[src/design/bitmap_block_allocator_macros.svh]
// Assertion macros for the bitmap block allocator.
// They expect clk_i and rst_ni in the scope where they are used.
`ifndef BITMAP_BLOCK_ALLOCATOR_MACROS_SVH
`define BITMAP_BLOCK_ALLOCATOR_MACROS_SVH

`ifndef SYNTHESIS

`define BBA_ASSERT(lbl, prop, msg) \
  lbl: assert property (@(posedge clk_i) disable iff (!rst_ni) (prop)) else $error(msg);

`define BBA_ASSERT_NEXT(lbl, ante, cons, msg) \
  lbl: assert property (@(posedge clk_i) disable iff (!rst_ni) (ante) |=> (cons)) \
    else $error(msg);

`else

`define BBA_ASSERT(lbl, prop, msg)

`define BBA_ASSERT_NEXT(lbl, ante, cons, msg)

`endif

`endif

[src/design/bba_pkg.sv]
package bba_pkg;

  localparam int unsigned CntW  = 12;
  localparam int unsigned IdxW  = 11;
  localparam int unsigned WordW = 32;
  localparam int unsigned BitW  = 5;

  typedef enum logic [1:0] {
    ModeAlloc = 2'd0,
    ModeFree  = 2'd1,
    ModeCheck = 2'd2
  } mode_e;

  typedef enum logic [2:0] {
    StOk       = 3'd0,
    StFull     = 3'd1,
    StRange    = 3'd2,
    StFree     = 3'd3,
    StBad      = 3'd4
  } status_e;

  function automatic logic [5:0] popcount32(input logic [WordW-1:0] w);
    logic [1:0] s1 [16];
    logic [2:0] s2 [8];
    logic [3:0] s3 [4];
    logic [4:0] s4 [2];
    for (int i = 0; i < 16; i++) s1[i] = {1'b0, w[2*i]} + {1'b0, w[2*i+1]};
    for (int i = 0; i < 8; i++) s2[i] = {1'b0, s1[2*i]} + {1'b0, s1[2*i+1]};
    for (int i = 0; i < 4; i++) s3[i] = {1'b0, s2[2*i]} + {1'b0, s2[2*i+1]};
    for (int i = 0; i < 2; i++) s4[i] = {1'b0, s3[2*i]} + {1'b0, s3[2*i+1]};
    return {1'b0, s4[0]} + {1'b0, s4[1]};
  endfunction

  function automatic logic [BitW-1:0] first_zero32(input logic [WordW-1:0] w);
    logic [BitW-1:0] pos;
    pos = '0;
    for (int i = WordW - 1; i >= 0; i--) begin
      if (!w[i]) begin
        pos = BitW'(i);
      end
    end
    return pos;
  endfunction

endpackage

[src/design/bitmap_block_allocator.sv]
// First-fit bitmap block allocator. Each item on the input stream (tuser = mode,
// tdata = block index) gives exactly one result item (tuser = status, tdata = result
// index, used count, free count). The used bits live in a memory of 32-bit words, and
// allocate and check walk it one word per cycle through one shared read port, so an
// allocate stops at the first word that holds a free block and a check reads all
// ceil(block_count / 32) words; an allocate that finds no free block reads as many
// words as a check, and a free reads the block's word and clears the bit if it is set.
// The block takes one item at a time and holds tready low while it works. After reset
// and after every write of block_count the map is cleared by a pass over all
// ceil(MAX_BLOCKS / 32) words, 64 by default, during which no item is taken.
`include "bitmap_block_allocator_macros.svh"

module bitmap_block_allocator #(
  parameter int unsigned MAX_BLOCKS = 2048
) (
  input  logic        clk_i,
  input  logic        rst_ni,
  input  logic        cfg_we_i,
  input  logic [11:0] cfg_wdata_i,      // block_count
  input  logic        s_axis_tvalid_i,
  output logic        s_axis_tready_o,
  input  logic [15:0] s_axis_tdata_i,   // block_index [10:0], zero fill
  input  logic [1:0]  s_axis_tuser_i,   // mode [1:0]
  output logic        m_axis_tvalid_o,
  input  logic        m_axis_tready_i,
  output logic [39:0] m_axis_tdata_o,   // result_index [10:0], used_blocks [22:11],
                                        // free_blocks [34:23], zero fill
  output logic [2:0]  m_axis_tuser_o    // status [2:0]
);

  localparam int unsigned Words = (MAX_BLOCKS + 31) / 32;
  localparam int unsigned AW    = (Words > 1) ? $clog2(Words) : 1;
  localparam logic [15:0] MaxB16 = 16'(MAX_BLOCKS);
  localparam logic [11:0] NReset = (MAX_BLOCKS > 2048) ? 12'd2048 : 12'(MAX_BLOCKS);

  typedef enum logic [2:0] {
    SClear,
    SIdle,
    SScan,
    SFreeRd,
    SFreeChk,
    SDone
  } state_e;

  state_e                         state_q;
  logic [AW-1:0]                  iss_ptr_q;
  logic                           iss_live_q;
  logic                           rvalid_q;
  logic [AW-1:0]                  raddr_q;
  logic [bba_pkg::WordW-1:0]      rdata_q;
  logic [bba_pkg::CntW-1:0]       n_q;
  logic [bba_pkg::CntW-1:0]       used_q;
  logic [bba_pkg::CntW-1:0]       free_q;
  logic [bba_pkg::CntW-1:0]       cnt_q;
  logic [1:0]                     mode_q;
  logic [bba_pkg::IdxW-1:0]       bidx_q;
  bba_pkg::status_e               status_q;
  logic [bba_pkg::IdxW-1:0]       ridx_q;
  logic                           m_valid_q;
  logic [39:0]                    m_data_q;
  logic [2:0]                     m_user_q;

  logic [bba_pkg::WordW-1:0]      map_mem [Words];

  logic                           mem_re;
  logic                           mem_we;
  logic [AW-1:0]                  mem_raddr;
  logic [AW-1:0]                  mem_waddr;
  logic [bba_pkg::WordW-1:0]      mem_wdata;

  logic [bba_pkg::CntW-1:0]       nm1;
  logic [bba_pkg::CntW-1:0]       last12;
  logic                           iss_last;
  logic                           scan_last;
  logic [bba_pkg::WordW-1:0]      tail_used;
  logic [bba_pkg::WordW-1:0]      alloc_word;
  logic                           found;
  logic [bba_pkg::BitW-1:0]       bitpos;
  logic [5:0]                     pop;
  logic [bba_pkg::CntW-1:0]       cnt_sum;
  logic [AW-1:0]                  free_addr;
  logic                           free_bit;
  logic [bba_pkg::CntW-1:0]       cfg_eff;
  logic [bba_pkg::IdxW-1:0]       in_idx;
  logic                           in_accept;
  logic                           out_load;

  assign nm1       = n_q - 12'd1;
  assign last12    = {5'b0, nm1[11:5]};
  assign iss_last  = (12'(iss_ptr_q) == last12);
  assign scan_last = (12'(raddr_q) == last12);
  assign tail_used = ~(32'hFFFF_FFFF >> (5'd31 - nm1[4:0]));
  assign alloc_word = rdata_q | (scan_last ? tail_used : '0);
  assign found     = ~&alloc_word;
  assign bitpos    = bba_pkg::first_zero32(alloc_word);
  assign pop       = bba_pkg::popcount32(rdata_q);
  assign cnt_sum   = cnt_q + 12'(pop);
  assign free_addr = AW'(bidx_q[10:5]);
  assign free_bit  = rdata_q[bidx_q[4:0]];
  assign cfg_eff   = ({4'b0, cfg_wdata_i} > MaxB16) ? MaxB16[11:0] : cfg_wdata_i;
  assign in_idx    = s_axis_tdata_i[10:0];

  assign s_axis_tready_o = (state_q == SIdle) && !cfg_we_i;
  assign in_accept       = s_axis_tvalid_i && s_axis_tready_o;
  assign out_load        = (state_q == SDone) && !cfg_we_i && (!m_valid_q || m_axis_tready_i);
  assign m_axis_tvalid_o = m_valid_q;
  assign m_axis_tdata_o  = m_data_q;
  assign m_axis_tuser_o  = m_user_q;

  always_comb begin
    mem_re    = ((state_q == SScan) && iss_live_q) || (state_q == SFreeRd);
    mem_raddr = (state_q == SFreeRd) ? free_addr : iss_ptr_q;
    mem_we    = 1'b0;
    mem_waddr = iss_ptr_q;
    mem_wdata = '0;
    case (state_q)
      SClear: begin
        mem_we = 1'b1;
      end
      SScan: begin
        mem_we    = rvalid_q && (mode_q == bba_pkg::ModeAlloc) && found;
        mem_waddr = raddr_q;
        mem_wdata = rdata_q | (32'b1 << bitpos);
      end
      SFreeChk: begin
        mem_we    = free_bit;
        mem_waddr = free_addr;
        mem_wdata = rdata_q & ~(32'b1 << bidx_q[4:0]);
      end
      default: begin
        mem_we = 1'b0;
      end
    endcase
  end

  always_ff @(posedge clk_i) begin
    if (mem_we) begin
      map_mem[mem_waddr] <= mem_wdata;
    end
    if (mem_re) begin
      rdata_q <= map_mem[mem_raddr];
    end
  end

  always_ff @(posedge clk_i or negedge rst_ni) begin
    if (!rst_ni) begin
      state_q    <= SClear;
      iss_ptr_q  <= '0;
      iss_live_q <= 1'b0;
      rvalid_q   <= 1'b0;
      n_q        <= NReset;
      used_q     <= '0;
      free_q     <= NReset;
      m_valid_q  <= 1'b0;
    end else begin
      if (out_load) begin
        m_valid_q <= 1'b1;
      end else if (m_valid_q && m_axis_tready_i) begin
        m_valid_q <= 1'b0;
      end
      if (cfg_we_i) begin
        n_q        <= cfg_eff;
        used_q     <= '0;
        free_q     <= cfg_eff;
        iss_ptr_q  <= '0;
        iss_live_q <= 1'b0;
        rvalid_q   <= 1'b0;
        state_q    <= SClear;
      end else begin
        case (state_q)
          SClear: begin
            if (iss_ptr_q == AW'(Words - 1)) begin
              state_q <= SIdle;
            end else begin
              iss_ptr_q <= iss_ptr_q + 1'b1;
            end
          end
          SIdle: begin
            if (in_accept) begin
              mode_q     <= s_axis_tuser_i;
              bidx_q     <= in_idx;
              ridx_q     <= '0;
              status_q   <= bba_pkg::StOk;
              cnt_q      <= '0;
              iss_ptr_q  <= '0;
              iss_live_q <= 1'b0;
              rvalid_q   <= 1'b0;
              state_q    <= SDone;
              case (s_axis_tuser_i)
                bba_pkg::ModeAlloc: begin
                  if (n_q == '0) begin
                    status_q <= bba_pkg::StFull;
                  end else begin
                    iss_live_q <= 1'b1;
                    state_q    <= SScan;
                  end
                end
                bba_pkg::ModeFree: begin
                  if ({1'b0, in_idx} >= n_q) begin
                    status_q <= bba_pkg::StRange;
                  end else begin
                    state_q <= SFreeRd;
                  end
                end
                bba_pkg::ModeCheck: begin
                  if (({1'b0, used_q} + {1'b0, free_q}) != {1'b0, n_q}) begin
                    status_q <= bba_pkg::StBad;
                  end else if (n_q == '0) begin
                    if (used_q != '0) begin
                      status_q <= bba_pkg::StBad;
                    end
                  end else begin
                    iss_live_q <= 1'b1;
                    state_q    <= SScan;
                  end
                end
                default: begin
                  state_q <= SDone;
                end
              endcase
            end
          end
          SScan: begin
            rvalid_q <= iss_live_q;
            raddr_q  <= iss_ptr_q;
            if (iss_live_q) begin
              if (iss_last) begin
                iss_live_q <= 1'b0;
              end else begin
                iss_ptr_q <= iss_ptr_q + 1'b1;
              end
            end
            if (rvalid_q) begin
              if (mode_q == bba_pkg::ModeAlloc) begin
                if (found) begin
                  used_q     <= used_q + 12'd1;
                  free_q     <= free_q - 12'd1;
                  ridx_q     <= bba_pkg::IdxW'({12'(raddr_q), bitpos});
                  iss_live_q <= 1'b0;
                  rvalid_q   <= 1'b0;
                  state_q    <= SDone;
                end else if (scan_last) begin
                  status_q   <= bba_pkg::StFull;
                  iss_live_q <= 1'b0;
                  rvalid_q   <= 1'b0;
                  state_q    <= SDone;
                end
              end else begin
                cnt_q <= cnt_sum;
                if (scan_last) begin
                  if (cnt_sum != used_q) begin
                    status_q <= bba_pkg::StBad;
                  end
                  iss_live_q <= 1'b0;
                  rvalid_q   <= 1'b0;
                  state_q    <= SDone;
                end
              end
            end
          end
          SFreeRd: begin
            state_q <= SFreeChk;
          end
          SFreeChk: begin
            if (free_bit) begin
              used_q <= used_q - 12'd1;
              free_q <= free_q + 12'd1;
            end else begin
              status_q <= bba_pkg::StFree;
            end
            state_q <= SDone;
          end
          SDone: begin
            if (out_load) begin
              m_user_q  <= status_q;
              m_data_q  <= {5'b0, free_q, used_q, ridx_q};
              state_q   <= SIdle;
            end
          end
          default: begin
            state_q <= SIdle;
          end
        endcase
      end
    end
  end

  `BBA_ASSERT(a_counts_sum, (used_q + free_q) == n_q, "used plus free differs from block count")
  `BBA_ASSERT(a_used_bound, used_q <= n_q, "used count exceeds block count")
  `BBA_ASSERT_NEXT(a_busy_after_accept, in_accept, !s_axis_tready_o, "ready right after an item")

endmodule
[config.mk]
export PLATFORM = sky130hd
export DESIGN_NAME = bitmap_block_allocator
export DESIGN_NICKNAME = d
export VERILOG_FILES = /design/src/design/bba_pkg.sv /design/src/design/bitmap_block_allocator.sv
export VERILOG_INCLUDE_DIRS = /design/src /design/src/design
export SDC_FILE = /design/constraint.sdc
export NUM_CORES = 2
export LEC_CHECK = 0
export BUFFER_PORTS_ARGS = -buffer_cell sky130_fd_sc_hd__buf_2
export CAP_MARGIN = 20
export CORE_ASPECT_RATIO = 0.7
export CORE_MARGIN = 2
export CORE_UTILIZATION = 45
export DETAILED_ROUTE_END_ITERATION = 12
export GPL_ROUTABILITY_DRIVEN = 0
export SYNTH_ARGS = -nofsm -noshare
export SYNTH_HDL_FRONTEND = slang
export SYNTH_SLANG_ARGS = --single-unit
[constraint.sdc]
create_clock -name clk_i -period 7.9 [get_ports clk_i]
set_input_delay 0.395 -clock clk_i [delete_from_list [all_inputs] [get_ports clk_i]]
set_output_delay 0.395 -clock clk_i [all_outputs]
set_load 0.02 [all_outputs]
==> results.yml <==
clock_network:
  numCtsBuffers: 205
  cts_resized: 0
  cts_buffer_depth: 4
  cts-hold-fix-buffers: 30
  cts_tree: "yes"
  clkSlewWorstSetupHoldPaths_ns: 0.07
  clock-sinks: 2211
  cts-root-buf: "clkbuf_16"
  cts_setup_buffers: 0
  htreeDepth: 4
  clock_latency_ns: 0.85
route:
  vias: 48800
  detail-route-antenna-nets: 0
  drt_wl_total_mm: 242
  drt_first_pass_iters: 8
  wire_per_inst_um: 30.7
  via_per_inst: 6.20
  drc_errors: 0
  drtIter0Drc: 5903
logic_synthesis:
  synth-edff-count: 2163
  synth-main-ff-cell: "edfxtp_1"
  seq_area_frac_synth: 0.731
  avgSynthCellArea_sq_um: 18.8
  synth_seq_cells: 2211
  async_flop_share: 0.0217
  ys_warn_count: 0
  syn-cell-area_sq_mm: 0.0906
  ys_types: 85
  synthCells: 4826
power_and_ir_drop:
  fin_total_pwr_mw: 23.7
  p_per_area_mw_per_mm2: 231
  power_leakage_nw: 34.0
  ir_drop_uv: 187
cells_and_area:
  drive_gt1_frac: 0.238
  fillers: 15900
  finalNetCount: 5189
  fin_cells: 7867
  final_design_area_no_fill_sq_mm: 0.103
  multi_input_area_sq_mm: 0.0237
  register_area_sq_mm: 0.0662
  syn2layout_area_growth_pct: 13.4
  post-route-util: 0.515
floorplan:
  core_sq_mm: 0.200
  die_y_um: 379
  dieArea_sq_mm: 0.205
  num_rows: 137
  die_x_um: 540
  ios: 80
  start_util: 0.454
critical_path:
  cpPeakStageDelay_ns: 0.56
  path_cells: "fa_1 > inv_1 > fa_1 > inv_1 > fa_1 > inv_1 > fa_1 > fa_1 > fa_1 > fa_1 > fa_1 > nor2b_1 > o21ai_0 > a21boi_0 > o21ai_0 > nand2_1 > xnor2_1 > xnor2_1 > or4_1 > nor3_1 > nand4_1 > o211a_1"
  cp.depth: 22
  cp_slowest_cell: "fa_1"
  critPathKind: "flip-flop to flip-flop"
  cp-end-kind: "flip-flop"
  crit_buf_inv: 3
  path_max_fanout: 5
  crit_start: "rdata_q[17]"
  rrSetupSlack_ns: 1.08
  rr_endpoint: "status_q[0]"
  required_ns: 8.49
  reg2regPathDepth: 22
  r2r_start: "rdata_q[17]"
  startpoint_type: "flip-flop"
  cp_common_cell: "fa_1"
  cp.arrival_ns: 7.41
  worstSetupEndpoint: "status_q[0]"
  path_delay_family: "adder cells"
timing:
  finalHoldViolCount: 0
  setup_viol: 0
  period_share: 0.863
  drv_slew: 0
  rsz0062_at_grt: "false"
  fmaxAchievable_mhz: 147
  worst_slack_ns: 1.08
  hold_slack_ns: 0.176
  worstMarginPinSlew_ns: 1.19
  max_slew_margin: 0.195
  fin_tns_setup_ns: 0
  period_needed_ns: 6.82
  skew_ns: 0.0613
placed_design:
  portBuffers: 69
  post-place-cells: 7461
  hpwl_mm: 136
  post_dp_cell_area_sq_mm: 0.0959
  pre_cts_slack_ns: 1.12
global_routing:
  grtUsageTotal: 0.234
  grt_max_degree: 110
  grt_pass1_vias: 48100
  antenna_found_initial: 7
  overflow: 0
  grt_first_pass_wirelength_mm: 345
run:
  max_cap_viol_count: 0
min_path:
  worstHoldPathType: "primary input to flip-flop"
  min-delay-start: "s_axis_tvalid_i"
status:
  status: "finished, final reports clean"
how the worst min path moves through the flow:
stage | end | slack, ns | depth (start not counted)
floorplan | free_q[0] | 0.1 | 0
global placement | m_axis_tdata_o[9] | 0.40 | 0
detailed placement | m_axis_tdata_o[9] | 0.41 | 0
CTS | state_q[0] | 0.12 | 4
global route | state_q[0] | 0.21 | 4
finish | state_q[0] | 0.18 | 4
state kept, by name, indices dropped and copies added (netlist names), 2 cells and up:
name / flops
iss_ptr_q: 6
cnt_q: 12
used_q: 12
free_q: 12
mode_q: 2
n_q: 12
map_mem: 2048
bidx_q: 11
status_q: 3
m_axis_tdata_o: 35
raddr_q: 6
m_axis_tuser_o: 3
ridx_q: 11
state_q: 3
rdata_q: 32
power breakdown:
group          switching (mW)  internal, mW
sequential             0.0385          12.8
clock                    4.29          5.43
combinational           0.702         0.452
per-layer routing:
layer	up-vias	GRT usage	routed length, um
li1	20300	-	-
met1	26000	0.346	104000
met2	2285	0.348	107000
met3	310	0.0636	26400
met4	0	0.0516	4750
met5	-	0	0
layout by cell type, fill, tap and decap left out, types with 62 or more instances in the layout:
cell / n
ha_1: 62
inv_1: 78
a21oi_1: 131
o21ai_0: 67
mux4_2: 522
a31oi_1: 80
edfxtp_1: 2163
buf_2: 70
a211oi_1: 163
nor2_1: 72
nand2_1: 322
buf_4: 191
a311oi_1: 65
clkbuf_16: 208
and2_1: 138
nor3_2: 67
synth_stat cells, drive strengths merged, types with 12 or more instances:
cell type | number | area share
and3 | 19 | 0.0013
nor4 | 12 | 0.00099
a211oi | 166 | 0.014
nand2b | 18 | 0.0012
nor2 | 73 | 0.0031
edfxtp | 2163 | 0.72
nor2b | 20 | 0.0014
fa | 29 | 0.0064
o211ai | 22 | 0.0018
or3 | 12 | 0.00083
nand4 | 16 | 0.0011
mux4 | 522 | 0.13
o21ai | 96 | 0.0053
xnor2 | 56 | 0.0054
and2 | 139 | 0.0096
inv | 78 | 0.0032
clkbuf | 210 | 0.0087
xor2 | 27 | 0.0026
buf | 93 | 0.0045
o21bai | 12 | 0.00099
nor3 | 102 | 0.0057
ha | 62 | 0.0086
nand3 | 43 | 0.0024
dfrtp | 46 | 0.013
a31oi | 81 | 0.0057
o31ai | 12 | 0.0011
a21oi | 134 | 0.0075
a21o | 18 | 0.0015
nand2 | 323 | 0.013
a311oi | 65 | 0.0063
worst register-to-register path: stages, from the launching register on:
cell	delay, ns
edfxtp_1	0.49
fa_1	0.57
inv_1	0.05
fa_1	0.48
inv_1	0.07
fa_1	0.49
inv_1	0.06
fa_1	0.52
fa_1	0.43
fa_1	0.46
fa_1	0.42
fa_1	0.48
nor2b_1	0.12
o21ai_0	0.12
a21boi_0	0.18
o21ai_0	0.11
nand2_1	0.09
xnor2_1	0.15
xnor2_1	0.09
or4_1	0.54
nor3_1	0.17
nand4_1	0.17
o211a_1	0.30
kinds of logic after synthesis:
logic type               after synthesis  share of synthesized area
flip-flops                          2211                      0.731
AO/OA/AOI/OAI                        702                     0.0535
XOR/XNOR                              83                    0.00803
adder cells (fa/ha/maj)               91                     0.0150
other                                  1                  0.0000414
AND/OR/NAND/NOR                      820                     0.0449
buffers and inverters                381                     0.0165
multiplexers                         537                      0.132
final cells by class:
cell class,instances,share of cell area
clock buffer,252,0.0523
timing repair buffer,329,0.0272
antenna,2,0.0000487
sequential,2211,0.644
clock inverter,116,0.0101
inverter,78,0.00285
tap,2641,0.0322
multi-input combinational,2238,0.231
Note: power is estimated with default switching activity, not from simulation.
